$ cat config.mk
export PLATFORM = sky130hd
export DESIGN_NAME = linked_list_move_swap_engine_flat
export DESIGN_NICKNAME = d
export VERILOG_FILES = /design/src/design/llms_pkg.sv /design/src/design/llms_in_if.sv /design/src/design/llms_out_if.sv /design/src/design/llms_ram.sv /design/src/design/linked_list_move_swap_engine.sv /design/src/flat_wrapper.sv
export SDC_FILE = /design/constraint.sdc
export NUM_CORES = 2
export LEC_CHECK = 0
export BUFFER_PORTS_ARGS = -buffer_cell sky130_fd_sc_hd__buf_2
export CAP_MARGIN = 5
export CORE_MARGIN = 3
export CORE_UTILIZATION = 25
export DETAILED_ROUTE_END_ITERATION = 8
export PLACE_DENSITY = 0.43
export SYNTH_ARGS = -nofsm -noshare
export SYNTH_HDL_FRONTEND = slang
export SYNTH_HIERARCHICAL = 1
export SYNTH_SLANG_ARGS = --single-unit
$ cat constraint.sdc
create_clock -name clk_i -period 14.3 [get_ports clk_i]
set_input_delay 2.145 -clock clk_i [delete_from_list [all_inputs] [get_ports clk_i]]
set_output_delay 2.145 -clock clk_i [all_outputs]
set_load 0.01 [all_outputs]
$ cat src/design/llms_pkg.sv
// ---------------------------------------------------------------------------
// llms_pkg
// types, constants and helpers of the linked list move and swap engine
// ---------------------------------------------------------------------------
`default_nettype none

package llms_pkg;

  localparam int unsigned ENTRIES = 256;
  localparam int unsigned ADDR_W  = $clog2(ENTRIES);

  typedef logic [7:0]        idx_t;
  typedef logic [ADDR_W-1:0] addr_t;

  typedef enum logic [2:0] {
    MODE_LOAD   = 3'd0,
    MODE_AFTER  = 3'd1,
    MODE_BEFORE = 3'd2,
    MODE_SWAP   = 3'd3,
    MODE_READ   = 3'd4
  } mode_e;

  localparam logic STATUS_DONE = 1'b0;
  localparam logic STATUS_ZERO = 1'b1;

  typedef struct packed {
    logic [2:0] mode;
    idx_t       first_index;
    idx_t       second_index;
    idx_t       load_next;
    idx_t       load_prev;
  } in_item_t;

  typedef struct packed {
    idx_t first_next;
    idx_t first_prev;
    logic status;
  } out_item_t;

  // entry zero and indexes past the table are not real entries
  function automatic logic usable(idx_t i);
    return (i != '0) && (32'(i) < ENTRIES);
  endfunction

  function automatic addr_t to_addr(idx_t i);
    logic [ADDR_W+7:0] wide;
    wide = {{ADDR_W{1'b0}}, i};
    return wide[ADDR_W-1:0];
  endfunction

endpackage

`default_nettype wire

$ cat src/design/llms_in_if.sv
// ---------------------------------------------------------------------------
// llms_in_if
// request channel: valid/ready handshake with one operation item
// ---------------------------------------------------------------------------
`default_nettype none

interface llms_in_if;
  import llms_pkg::*;

  logic     valid;
  logic     ready;
  in_item_t data;

  modport source (output valid, output data, input ready);
  modport sink   (input valid, input data, output ready);
endinterface

`default_nettype wire

$ cat src/design/llms_out_if.sv
// ---------------------------------------------------------------------------
// llms_out_if
// result channel: valid/ready handshake with the links of entry A
// ---------------------------------------------------------------------------
`default_nettype none

interface llms_out_if;
  import llms_pkg::*;

  logic      valid;
  logic      ready;
  out_item_t data;

  modport source (output valid, output data, input ready);
  modport sink   (input valid, input data, output ready);
endinterface

`default_nettype wire

$ cat src/design/llms_ram.sv
// ---------------------------------------------------------------------------
// llms_ram
// single port ram, read-first, registered read data
// ---------------------------------------------------------------------------
`default_nettype none

module llms_ram #(
  parameter  int unsigned WIDTH = 8,
  parameter  int unsigned DEPTH = 256,
  localparam int unsigned AW    = $clog2(DEPTH)
) (
  input  wire logic             clk_i,
  input  wire logic             we_i,
  input  wire logic [AW-1:0]    addr_i,
  input  wire logic [WIDTH-1:0] wdata_i,
  output logic      [WIDTH-1:0] rdata_o
);

  logic [WIDTH-1:0] mem [DEPTH];

  always_ff @(posedge clk_i) begin
    if (we_i) begin
      mem[addr_i] <= wdata_i;
    end
    rdata_o <= mem[addr_i];
  end

endmodule

`default_nettype wire

$ cat src/design/linked_list_move_swap_engine.sv
// ---------------------------------------------------------------------------
// linked_list_move_swap_engine
// doubly linked sequences in a successor ram and a predecessor ram:
// load, read, move after, move before and swap of entries
// ---------------------------------------------------------------------------
//  channel | dir | handshake   | payload
//  in_i    | in  | valid/ready | mode, first_index, second_index, load_next, load_prev
//  out_o   | out | valid/ready | first_next, first_prev, status
//
//  one item at a time; the read-modify-write walk over the two single port
//  link rams: load writes both links, a move unlinks and relinks entry A,
//  a swap is done as one or two moves, and a refused or same-entry move
//  or swap only reads; the result waits for a held result to be taken.
//  after reset a clearing pass zeroes all ENTRIES (256) words of both rams,
//  during which in_i.ready stays low.
//  the result sits in an output register, so a new item is taken while it waits.
// ---------------------------------------------------------------------------
`default_nettype none

module linked_list_move_swap_engine (
  input  wire logic  clk_i,
  input  wire logic  rst_ni,
  llms_in_if.sink    in_i,
  llms_out_if.source out_o
);
  import llms_pkg::*;

  localparam logic [3:0] S_CLR    = 4'd0;
  localparam logic [3:0] S_IDLE   = 4'd1;
  localparam logic [3:0] S_LOAD   = 4'd2;
  localparam logic [3:0] S_MSTART = 4'd3;
  localparam logic [3:0] S_UNL    = 4'd4;
  localparam logic [3:0] S_ISO    = 4'd5;
  localparam logic [3:0] S_RDA    = 4'd6;
  localparam logic [3:0] S_LNK1   = 4'd7;
  localparam logic [3:0] S_LNK2   = 4'd8;
  localparam logic [3:0] S_SWA    = 4'd9;
  localparam logic [3:0] S_SWB    = 4'd10;
  localparam logic [3:0] S_SWD    = 4'd11;
  localparam logic [3:0] S_FRD    = 4'd12;
  localparam logic [3:0] S_FCAP   = 4'd13;

  logic [3:0] state_q, state_d;
  addr_t      clr_q, clr_d;
  logic       out_valid_q, out_valid_d;
  out_item_t  out_data_q, out_data_d;
  in_item_t   item_q, item_d;
  logic       status_q, status_d;
  idx_t       mv_x_q, mv_x_d;
  idx_t       mv_a_q, mv_a_d;
  logic       mv_after_q, mv_after_d;
  logic       sec_q, sec_d;
  idx_t       pa_q, pa_d;
  idx_t       na_q, na_d;
  idx_t       t_q, t_d;
  logic       rd_ok_q;

  // ram side
  logic  clearing;
  logic  nx_req, pv_req;
  idx_t  nx_idx, pv_idx;
  idx_t  nx_wdata, pv_wdata;
  logic  nx_we, pv_we;
  addr_t nx_addr, pv_addr;
  idx_t  nx_rdata, pv_rdata;
  idx_t  nxt, pvt;
  logic  mv_done;

  llms_ram #(.WIDTH(8), .DEPTH(ENTRIES)) u_next_ram (
    .clk_i   (clk_i),
    .we_i    (nx_we),
    .addr_i  (nx_addr),
    .wdata_i (nx_wdata),
    .rdata_o (nx_rdata)
  );

  llms_ram #(.WIDTH(8), .DEPTH(ENTRIES)) u_prev_ram (
    .clk_i   (clk_i),
    .we_i    (pv_we),
    .addr_i  (pv_addr),
    .wdata_i (pv_wdata),
    .rdata_o (pv_rdata)
  );

  assign clearing = (state_q == S_CLR);
  assign nx_we    = clearing | (nx_req & usable(nx_idx));
  assign pv_we    = clearing | (pv_req & usable(pv_idx));
  assign nx_addr  = clearing ? clr_q : to_addr(nx_idx);
  assign pv_addr  = clearing ? clr_q : to_addr(pv_idx);

  // links read from entry zero or past the table read as none
  assign nxt = rd_ok_q ? nx_rdata : '0;
  assign pvt = rd_ok_q ? pv_rdata : '0;

  assign in_i.ready = (state_q == S_IDLE);
  assign out_o.valid = out_valid_q;
  assign out_o.data  = out_data_q;

  always_comb begin
    state_d     = state_q;
    clr_d       = clr_q;
    out_valid_d = out_valid_q & ~out_o.ready;
    out_data_d  = out_data_q;
    item_d      = item_q;
    status_d    = status_q;
    mv_x_d      = mv_x_q;
    mv_a_d      = mv_a_q;
    mv_after_d  = mv_after_q;
    sec_d       = sec_q;
    pa_d        = pa_q;
    na_d        = na_q;
    t_d         = t_q;
    nx_req      = 1'b0;
    pv_req      = 1'b0;
    nx_idx      = item_q.first_index;
    pv_idx      = item_q.first_index;
    nx_wdata    = '0;
    pv_wdata    = '0;
    mv_done     = 1'b0;

    case (state_q)
      S_CLR: begin
        clr_d = clr_q + 1'b1;
        if (clr_q == addr_t'(ENTRIES - 1)) begin
          state_d = S_IDLE;
        end
      end
      S_IDLE: begin
        if (in_i.valid) begin
          item_d     = in_i.data;
          status_d   = STATUS_DONE;
          mv_x_d     = in_i.data.first_index;
          mv_a_d     = in_i.data.second_index;
          mv_after_d = (in_i.data.mode == MODE_AFTER);
          sec_d      = 1'b0;
          case (in_i.data.mode)
            MODE_LOAD: begin
              state_d = S_LOAD;
            end
            MODE_AFTER, MODE_BEFORE, MODE_SWAP: begin
              if (!usable(in_i.data.first_index) || !usable(in_i.data.second_index)) begin
                status_d = STATUS_ZERO;
                state_d  = S_FRD;
              end else if (in_i.data.first_index == in_i.data.second_index) begin
                state_d = S_FRD;
              end else if (in_i.data.mode == MODE_SWAP) begin
                state_d = S_SWA;
              end else begin
                state_d = S_MSTART;
              end
            end
            default: begin
              state_d = S_FRD;
            end
          endcase
        end
      end
      S_LOAD: begin
        nx_req   = 1'b1;
        pv_req   = 1'b1;
        nx_wdata = item_q.load_next;
        pv_wdata = item_q.load_prev;
        if (!usable(item_q.first_index)) begin
          status_d = STATUS_ZERO;
        end
        state_d = S_FRD;
      end
      S_MSTART: begin
        nx_idx = mv_x_q;
        pv_idx = mv_x_q;
        if (mv_x_q == mv_a_q) begin
          mv_done = 1'b1;
        end else begin
          state_d = S_UNL;
        end
      end
      S_UNL: begin
        // join the old neighbours of x
        pv_req   = 1'b1;
        pv_idx   = nxt;
        pv_wdata = pvt;
        nx_req   = 1'b1;
        nx_idx   = pvt;
        nx_wdata = nxt;
        state_d  = usable(mv_a_q) ? S_RDA : S_ISO;
      end
      S_ISO: begin
        nx_req  = 1'b1;
        pv_req  = 1'b1;
        nx_idx  = mv_x_q;
        pv_idx  = mv_x_q;
        mv_done = 1'b1;
      end
      S_RDA: begin
        nx_idx  = mv_a_q;
        pv_idx  = mv_a_q;
        state_d = S_LNK1;
      end
      S_LNK1: begin
        nx_req = 1'b1;
        pv_req = 1'b1;
        if (mv_after_q) begin
          t_d      = nxt;
          pv_idx   = nxt;
          pv_wdata = mv_x_q;
          nx_idx   = mv_a_q;
          nx_wdata = mv_x_q;
        end else begin
          t_d      = pvt;
          nx_idx   = pvt;
          nx_wdata = mv_x_q;
          pv_idx   = mv_a_q;
          pv_wdata = mv_x_q;
        end
        state_d = S_LNK2;
      end
      S_LNK2: begin
        nx_req   = 1'b1;
        pv_req   = 1'b1;
        nx_idx   = mv_x_q;
        pv_idx   = mv_x_q;
        nx_wdata = mv_after_q ? t_q : mv_a_q;
        pv_wdata = mv_after_q ? mv_a_q : t_q;
        mv_done  = 1'b1;
      end
      S_SWA: begin
        state_d = S_SWB;
      end
      S_SWB: begin
        na_d    = nxt;
        pa_d    = pvt;
        nx_idx  = item_q.second_index;
        pv_idx  = item_q.second_index;
        state_d = S_SWD;
      end
      S_SWD: begin
        mv_after_d = 1'b1;
        state_d    = S_MSTART;
        if (na_q == item_q.second_index) begin
          mv_x_d = item_q.first_index;
          mv_a_d = item_q.second_index;
          sec_d  = 1'b0;
        end else if (nxt == item_q.first_index) begin
          mv_x_d = item_q.second_index;
          mv_a_d = item_q.first_index;
          sec_d  = 1'b0;
        end else begin
          mv_x_d = item_q.first_index;
          mv_a_d = item_q.second_index;
          sec_d  = 1'b1;
        end
      end
      S_FRD: begin
        // only read once the output slot is free by the next edge
        if (!out_valid_q || out_o.ready) begin
          state_d = S_FCAP;
        end
      end
      S_FCAP: begin
        out_data_d  = '{first_next: nxt, first_prev: pvt, status: status_q};
        out_valid_d = 1'b1;
        state_d     = S_IDLE;
      end
      default: begin
        state_d = S_IDLE;
      end
    endcase

    // end of one move: start the second half of a swap or finish
    if (mv_done) begin
      if (sec_q) begin
        sec_d      = 1'b0;
        mv_x_d     = item_q.second_index;
        mv_a_d     = (pa_q != '0) ? pa_q : na_q;
        mv_after_d = (pa_q != '0);
        state_d    = S_MSTART;
      end else begin
        state_d = S_FRD;
      end
    end
  end

  always_ff @(posedge clk_i or negedge rst_ni) begin
    if (!rst_ni) begin
      state_q     <= S_CLR;
      clr_q       <= '0;
      out_valid_q <= 1'b0;
    end else begin
      state_q     <= state_d;
      clr_q       <= clr_d;
      out_valid_q <= out_valid_d;
    end
  end

  always_ff @(posedge clk_i) begin
    out_data_q <= out_data_d;
    item_q     <= item_d;
    status_q   <= status_d;
    mv_x_q     <= mv_x_d;
    mv_a_q     <= mv_a_d;
    mv_after_q <= mv_after_d;
    sec_q      <= sec_d;
    pa_q       <= pa_d;
    na_q       <= na_d;
    t_q        <= t_d;
    rd_ok_q    <= usable(nx_idx);
  end

endmodule

`default_nettype wire

$ cat src/flat_wrapper.sv
// flat-port wrapper written by rule: the top's interface ports become plain ports
module linked_list_move_swap_engine_flat import llms_pkg::*;
  (clk_i, rst_ni, in_i_valid, in_i_data, in_i_ready, out_o_valid, out_o_data, out_o_ready);
  llms_in_if in_i_i ();
  llms_out_if out_o_i ();
  input  wire logic clk_i;
  input  wire logic rst_ni;
  input wire logic [$bits(in_i_i.valid)-1:0] in_i_valid;
  input wire logic [$bits(in_i_i.data)-1:0] in_i_data;
  output wire logic [$bits(in_i_i.ready)-1:0] in_i_ready;
  output wire logic [$bits(out_o_i.valid)-1:0] out_o_valid;
  output wire logic [$bits(out_o_i.data)-1:0] out_o_data;
  input wire logic [$bits(out_o_i.ready)-1:0] out_o_ready;
  assign in_i_i.valid = in_i_valid;
  assign in_i_i.data = in_i_data;
  assign in_i_ready = in_i_i.ready;
  assign out_o_valid = out_o_i.valid;
  assign out_o_data = out_o_i.data;
  assign out_o_i.ready = out_o_ready;
  linked_list_move_swap_engine u_core (.clk_i(clk_i), .rst_ni(rst_ni), .in_i(in_i_i), .out_o(out_o_i));
endmodule
---- Yosys cells after proc, flatten, opt, wreduce, memory -nomap -nowiden ----
Memory sizes are Yosys's and may differ from the RTL's. A register that Yosys moved wholly into a read port is not among the register bits.
Index checks and enable logic that the tools add are counted.
cells by class
  multiplexer cells ....................... 61
  add/sub/neg operators ................... 1
  reduce and logical (&&, ||, !) cells .... 22
  equality and inequality tests ........... 28
  bitwise logic cells ..................... 6
operators with widths
  kind                   count
  $mux W8                20
  $pmux W8 S5            2
  $pmux W8 S4            2
  $reduce_bool A8 Y1     7
  $pmux W4 S12           1
  $mux W4                9
  $eq A8 B8 Y1           4
  $pmux W8 S2            2
  $eq A4 B4 Y1 const B   6
  $mux W1                19
  $eq A4 B3 Y1 const B   4
  $add A8 B1 Y8 const B  1
  $eq A4 B2 Y1 const B   2
  $eq A8 B8 Y1 const B   1
  $pmux W1 S2            4
  $pmux W4 S2            1
  $eq A3 B2 Y1 const B   2
  $ne A3 B2 Y1 const B   2
  $reduce_or A3 Y1       2
  $reduce_and A5 Y1      1
  $reduce_or A5 Y1       1
  $eq A4 B1 Y1 const B   1
  $logic_not A4 Y1       1
  $ne A2 B2 Y1 const B   2
  15 further kinds       21
word-level totals
  RAM bits ................................ 4,096
  output and inout port bits .............. 19
  input port bits ......................... 39
  flip-flop bits (word level) ............. 106
  memories kept ........................... 2
  word-level logic and storage cells ...... 139
memories
  memory                 words  bits a word  rd ports  clocked after memory_dff  wr ports  RTL line        source
  u_core.u_next_ram.mem  256    8            1         1                         1         llms_ram.sv:19  logic [WIDTH-1:0] mem [DEPTH];
  u_core.u_prev_ram.mem  256    8            1         1                         1         llms_ram.sv:19

---- Logic depth before layout (Yosys ltp) ----
  word-level depth ........................ 8
  depth in mapped cells ................... 17
  gate-level depth less buffers ........... 13

---- Cells and area by module ----
The synthesis kept the hierarchy.
by module, submodules not included
  module                        seq. area each (um^2)  cells an instance  times used  area an instance (um^2)
  llms_ram                      61,659.1               3,547              2           78,492.8
  linked_list_move_swap_engine  2,927.8                624                1           6,117.1

---- Worst setup path after synthesis ----
No wires, ideal clock.
  path kind ............................... register -> register
  start point ............................. register u_core.state_q[3]
  end point ............................... memory u_core.u_prev_ram.mem[0][6], data pin
  required time ........................... 13.435 ns
  data arrival time ....................... 5.130 ns
  path buffers ............................ 2
  slack ................................... 8.306 ns
  library setup time ...................... 0.865 ns
  cell stages (with the launch flop) ...... 7
  clock period less this slack ............ 5.994 ns
  cells stage by stage .................... dfrtp_1 -> and2b_1 -> nand3_1 -> inv_1 -> clkbuf_1 -> buf_1 -> a221o_1
on the way
  longest elaborated chain between the ends .. 2
  elaborated cells on any way between the ends .. 5
  classes of those cells .................. eq/ne: 4; mux: 1
ends and longest elaborated chain
  element                               RTL line                             source
  start: declaration                    linked_list_move_swap_engine.sv:43   logic [3:0] state_q, state_d;
  start signal: assignment              linked_list_move_swap_engine.sv:289  state_q <= state_d;
  $eq A4 B4 Y1 (tied with other cells)  linked_list_move_swap_engine.sv:121  case (state_q)
  $pmux W8 S4 *                         linked_list_move_swap_engine.sv:121
  named net u_core.pv_wdata[6]          linked_list_move_swap_engine.sv:62   idx_t nx_wdata, pv_wdata;
  end: declaration                      llms_ram.sv:19
The timed path passes the listed nets; every way through them passes the cells marked *.

---- Worst setup path after layout ----
  start point ............................. register u_core.state_q[3]
  end point ............................... register u_core.u_next_ram.rdata_o[4], read port of u_core.u_next_ram.mem
on the way
  longest elaborated chain between the ends .. 4
  elaborated cells on any way between the ends .. 11
  classes of those cells .................. eq/ne: 7; mux: 2; reduce/logical: 2
ends and longest elaborated chain
  element                               RTL line                             source
  $eq A4 B3 Y1 (tied with other cells)  linked_list_move_swap_engine.sv:121
  $reduce_or A3 Y1 (no line)            --
  $pmux W8 S5                           linked_list_move_swap_engine.sv:121
  $mux W8 *                             linked_list_move_swap_engine.sv:88   assign nx_addr = clearing ? clr_q : to_addr(nx_idx);
  named net u_core.nx_addr[1]           linked_list_move_swap_engine.sv:64   addr_t nx_addr, pv_addr;
  end: declaration                      llms_ram.sv:16                       output logic [WIDTH-1:0] rdata_o
Marks and branches as above.
A chain may end at the register's enable or synchronous reset.

==> metrics.txt <==
status finished clean; internal power 19.8 mW; Final Wtd Congestion 0.783; Initial Util 25.1%; max-cap viol count 0; post-synth net total 7758; PortBufs 57; Worst-Skew Late Latency 1.01 ns; final hold viol count 0; Post-CTS Hold Fix Bufs 0; Synth top cells by count 4170 x edfxtp_1, 1024 x mux4_2, 527 x a22oi_1; Worst path slowest cell o41ai_1; drt pass-1 iters 7; layout cell share with drive strength beyond 1 24.5%; clock period minus worst slack 8.03 ns; CORE AREA 650000 sq um; unrepaired setup endpoints after global routing no; die height 814 um; CTS tree done; Comb pwr share 0.1%; die area 662000 sq um; GRT Total Usage 13.8%; DR DRC count 0; maximum clock rate 0.125 GHz; CTS Buffer Depth 4; CTS root buf clkbuf_16; Syn. warnings 6; distinct cell type count after synthesis 75; postcts setup bufs 0; Max H-tree Level 5; worst slew pin tran 1.35 ns; nets@finish 8017; hold crit path type flop to flop; largest net degree at the start of global routing 177; Sum Neg Setup Slack 0 ns; die width 814 um; total CTS buffers 441; register bit total from synthesis 4218; Syn Std Cell Area 163000 sq um; Clock Sinks 4218; sw power 4.87 mW; share of synthesized registers carrying an async set or reset 0.308%; Setup crit start kind flop; sw frac 19.8%; initial antenna violation count 23; Worst-path clk slew 0.06 ns; WP buf/inv 4; Critical Path RT 15.13 ns; most instantiated library cell after synthesis edfxtp_1; Syn Area/Cell 21.1 sq um; Post-synth EDFFs 4170; Total Routed Length 470000 um; DR WL/cell 27.6 um; site row count 296; final setup skew 0.107 ns; final setup violating endpoints 0; Top Family by Delay on Critical Path compound AO/OA/AOI/OAI gates; ys flop type edfxtp_1; power share of the sequential group 54.3%; Vias per Instance 4.72; VDD IR-drop max 0.111 mV; critical path class flop to flop; Critical Path AT 8.86 ns; I/O Pins 58; worst rel slew slack 9.60%; GRT Residual Overflow 0; post-CTS sizing 0; power density cells 131 nW/um^2; Layout Area Growth over Synthesis 15.6%; main area contributors after synthesis edfxtp_1 77%, mux4_2 14%, a22oi_1 2.4%; Critical Path Fanout Max 93; Gate Count Post-Synth 7718; top cell type's share of synthesized area 76.8%; max-slew violations 0; total number of vias 80211; area leader, netlist edfxtp_1; DRT iter0 DRCs 7890; number of global-route vias before repair 83140; period utilization 56.1%; CP dominant cell by count buf_4; crit end category flop; Post-Route Utilization 29.0%; Clk pwr share 45.6%; Seq/Total Area, Yosys 77.4%; critical path's largest stage delay 1.18 ns; P_leak 47.5 nW; first-pass GRT wire length 661000 um; post-route ant nets 0; DP HPWL 285000 um; CP Cell Sequence or4b_1, o211ai_2, a221o_1, a221oi_1, a21oi_4, buf_12, buf_4, buf_4, buf_4, mux4_2, a22oi_1, a21oi_1, o41ai_1, nand4_1
-- cells by family after synthesis --
| family | count (synthesis) | share of synthesized area [%] |
|---|---|---|
| AOI/OAI and AO/OA | 1032 | 4.35 |
| xor gates and xnor gates | 36 | 0.193 |
| adders and majority gates | 2 | 0.0138 |
| buffers and inverters | 519 | 1.50 |
| DFF | 4218 | 77.4 |
| muxes | 1033 | 14.2 |
| and+or+nand+nor | 878 | 2.35 |
-- flip-flops by register name, summed over array words and instances (netlist names) --
register	flops
u_core/out_o.data	17
u_core/state_q	4
u_core/status_q	1
u_core/mv_a_q	8
u_core/sec_q	1
u_core/mv_after_q	1
u_core/u_prev_ram/mem	2048
u_core/t_q	8
u_core/u_next_ram/mem	2048
u_core/mv_x_q	8
u_core/out_o.valid	1
u_core/u_prev_ram/rdata_o	8
u_core/clr_q	8
u_core/na_q	8
u_core/item_q	32
u_core/pa_q	8
u_core/u_next_ram/rdata_o	8
u_core/rd_ok_q	1
-- layer usage --
metal / GRT usage [%] / vias up / part of all wire (%)
met1: 19.0 / 44148 / 44
met3: 1.96 / 625 / 5.1
met2: 23.0 / 2335 / 49
met4: 3.51 / 2 / 2.6
li1: - / 33101 / -
met5: 0 / - / 0.0028
-- layout by cell type (no fill, tap or decap), drive strengths merged, types with 18 or more instances in the layout --
cell type  netlist  routed
a211oi          18      18
a21oi          309     309
a22oi          527     527
buf            196     315
bufinv           0      35
clkbuf         308     553
clkinv           0     206
dfxtp           35      35
edfxtp        4170    4170
inv             15      27
mux4          1024    1024
nand2          140     140
nand2b          28      28
nand3           41      41
nand4           19      19
nor2           504     504
nor3            66      66
o21ai           37      37
o41ai           64      64
xor2            26      26
-- power by group through the flow --
| stage | sequential [mW] | combinational (mW) | clock, mW |
|---|---|---|---|
| 3_3_place_gp | 13.6 | 0.0218 | 0 |
| 2_1_floorplan | 13.6 | 0.00324 | 0 |
| 4_1_cts | 13.4 | 0.0222 | 11.6 |
| 5_1_grt | 13.4 | 0.0219 | 12.1 |
| 3_5_place_dp | 13.6 | 0.0222 | 0 |
| 6_report | 13.4 | 0.0213 | 11.2 |
-- worst paths after layout --
path	slack, ns	cells after the start	to	start
max	6.27	14	u_core/u_next_ram/rdata_o[4]	u_core/state_q[3]
min	0.39	0	u_core/out_o.data[0]	u_core/status_q
max reg2reg	6.27	14	u_core/u_next_ram/rdata_o[4]	u_core/state_q[3]
min reg2reg	0.39	0	u_core/out_o.data[0]	u_core/status_q
max in group asynchronous	12.72	1	u_core/clr_q[3]	rst_ni
min in group asynchronous	1.15	1	u_core/out_o.valid	rst_ni
-- cell type report --
cell class                      count  area, sq um
Clock inverter                    265         2480
Inverter                           15         56.3
Fill cell                       63301       461000
Antenna cell                        7         17.5
Multi-Input combinational cell   2981        34900
Timing Repair Buffer              320         2460
Clock buffer                      548        11600
Tap cell                         8642        10800
Sequential cell                  4218       126000
-- through the flow --
step | setup slack, ns | hold slack (ns) | power [mW] | area [sq um] | cells
floorplan | 8.31 | 0.400 | 13.6 | 163000 | 7718
global placement | 6.21 | 0.419 | 13.7 | 174000 | 16162
detailed placement | 6.11 | 0.414 | 13.7 | 174000 | 16169
CTS | 6.12 | 0.382 | 25.0 | 188000 | 16982
global route | 5.63 | 0.401 | 25.4 | 189000 | 16991
finish | 6.27 | 0.394 | 24.6 | 189000 | 16996
Note: power is estimated with default switching activity, not from simulation.
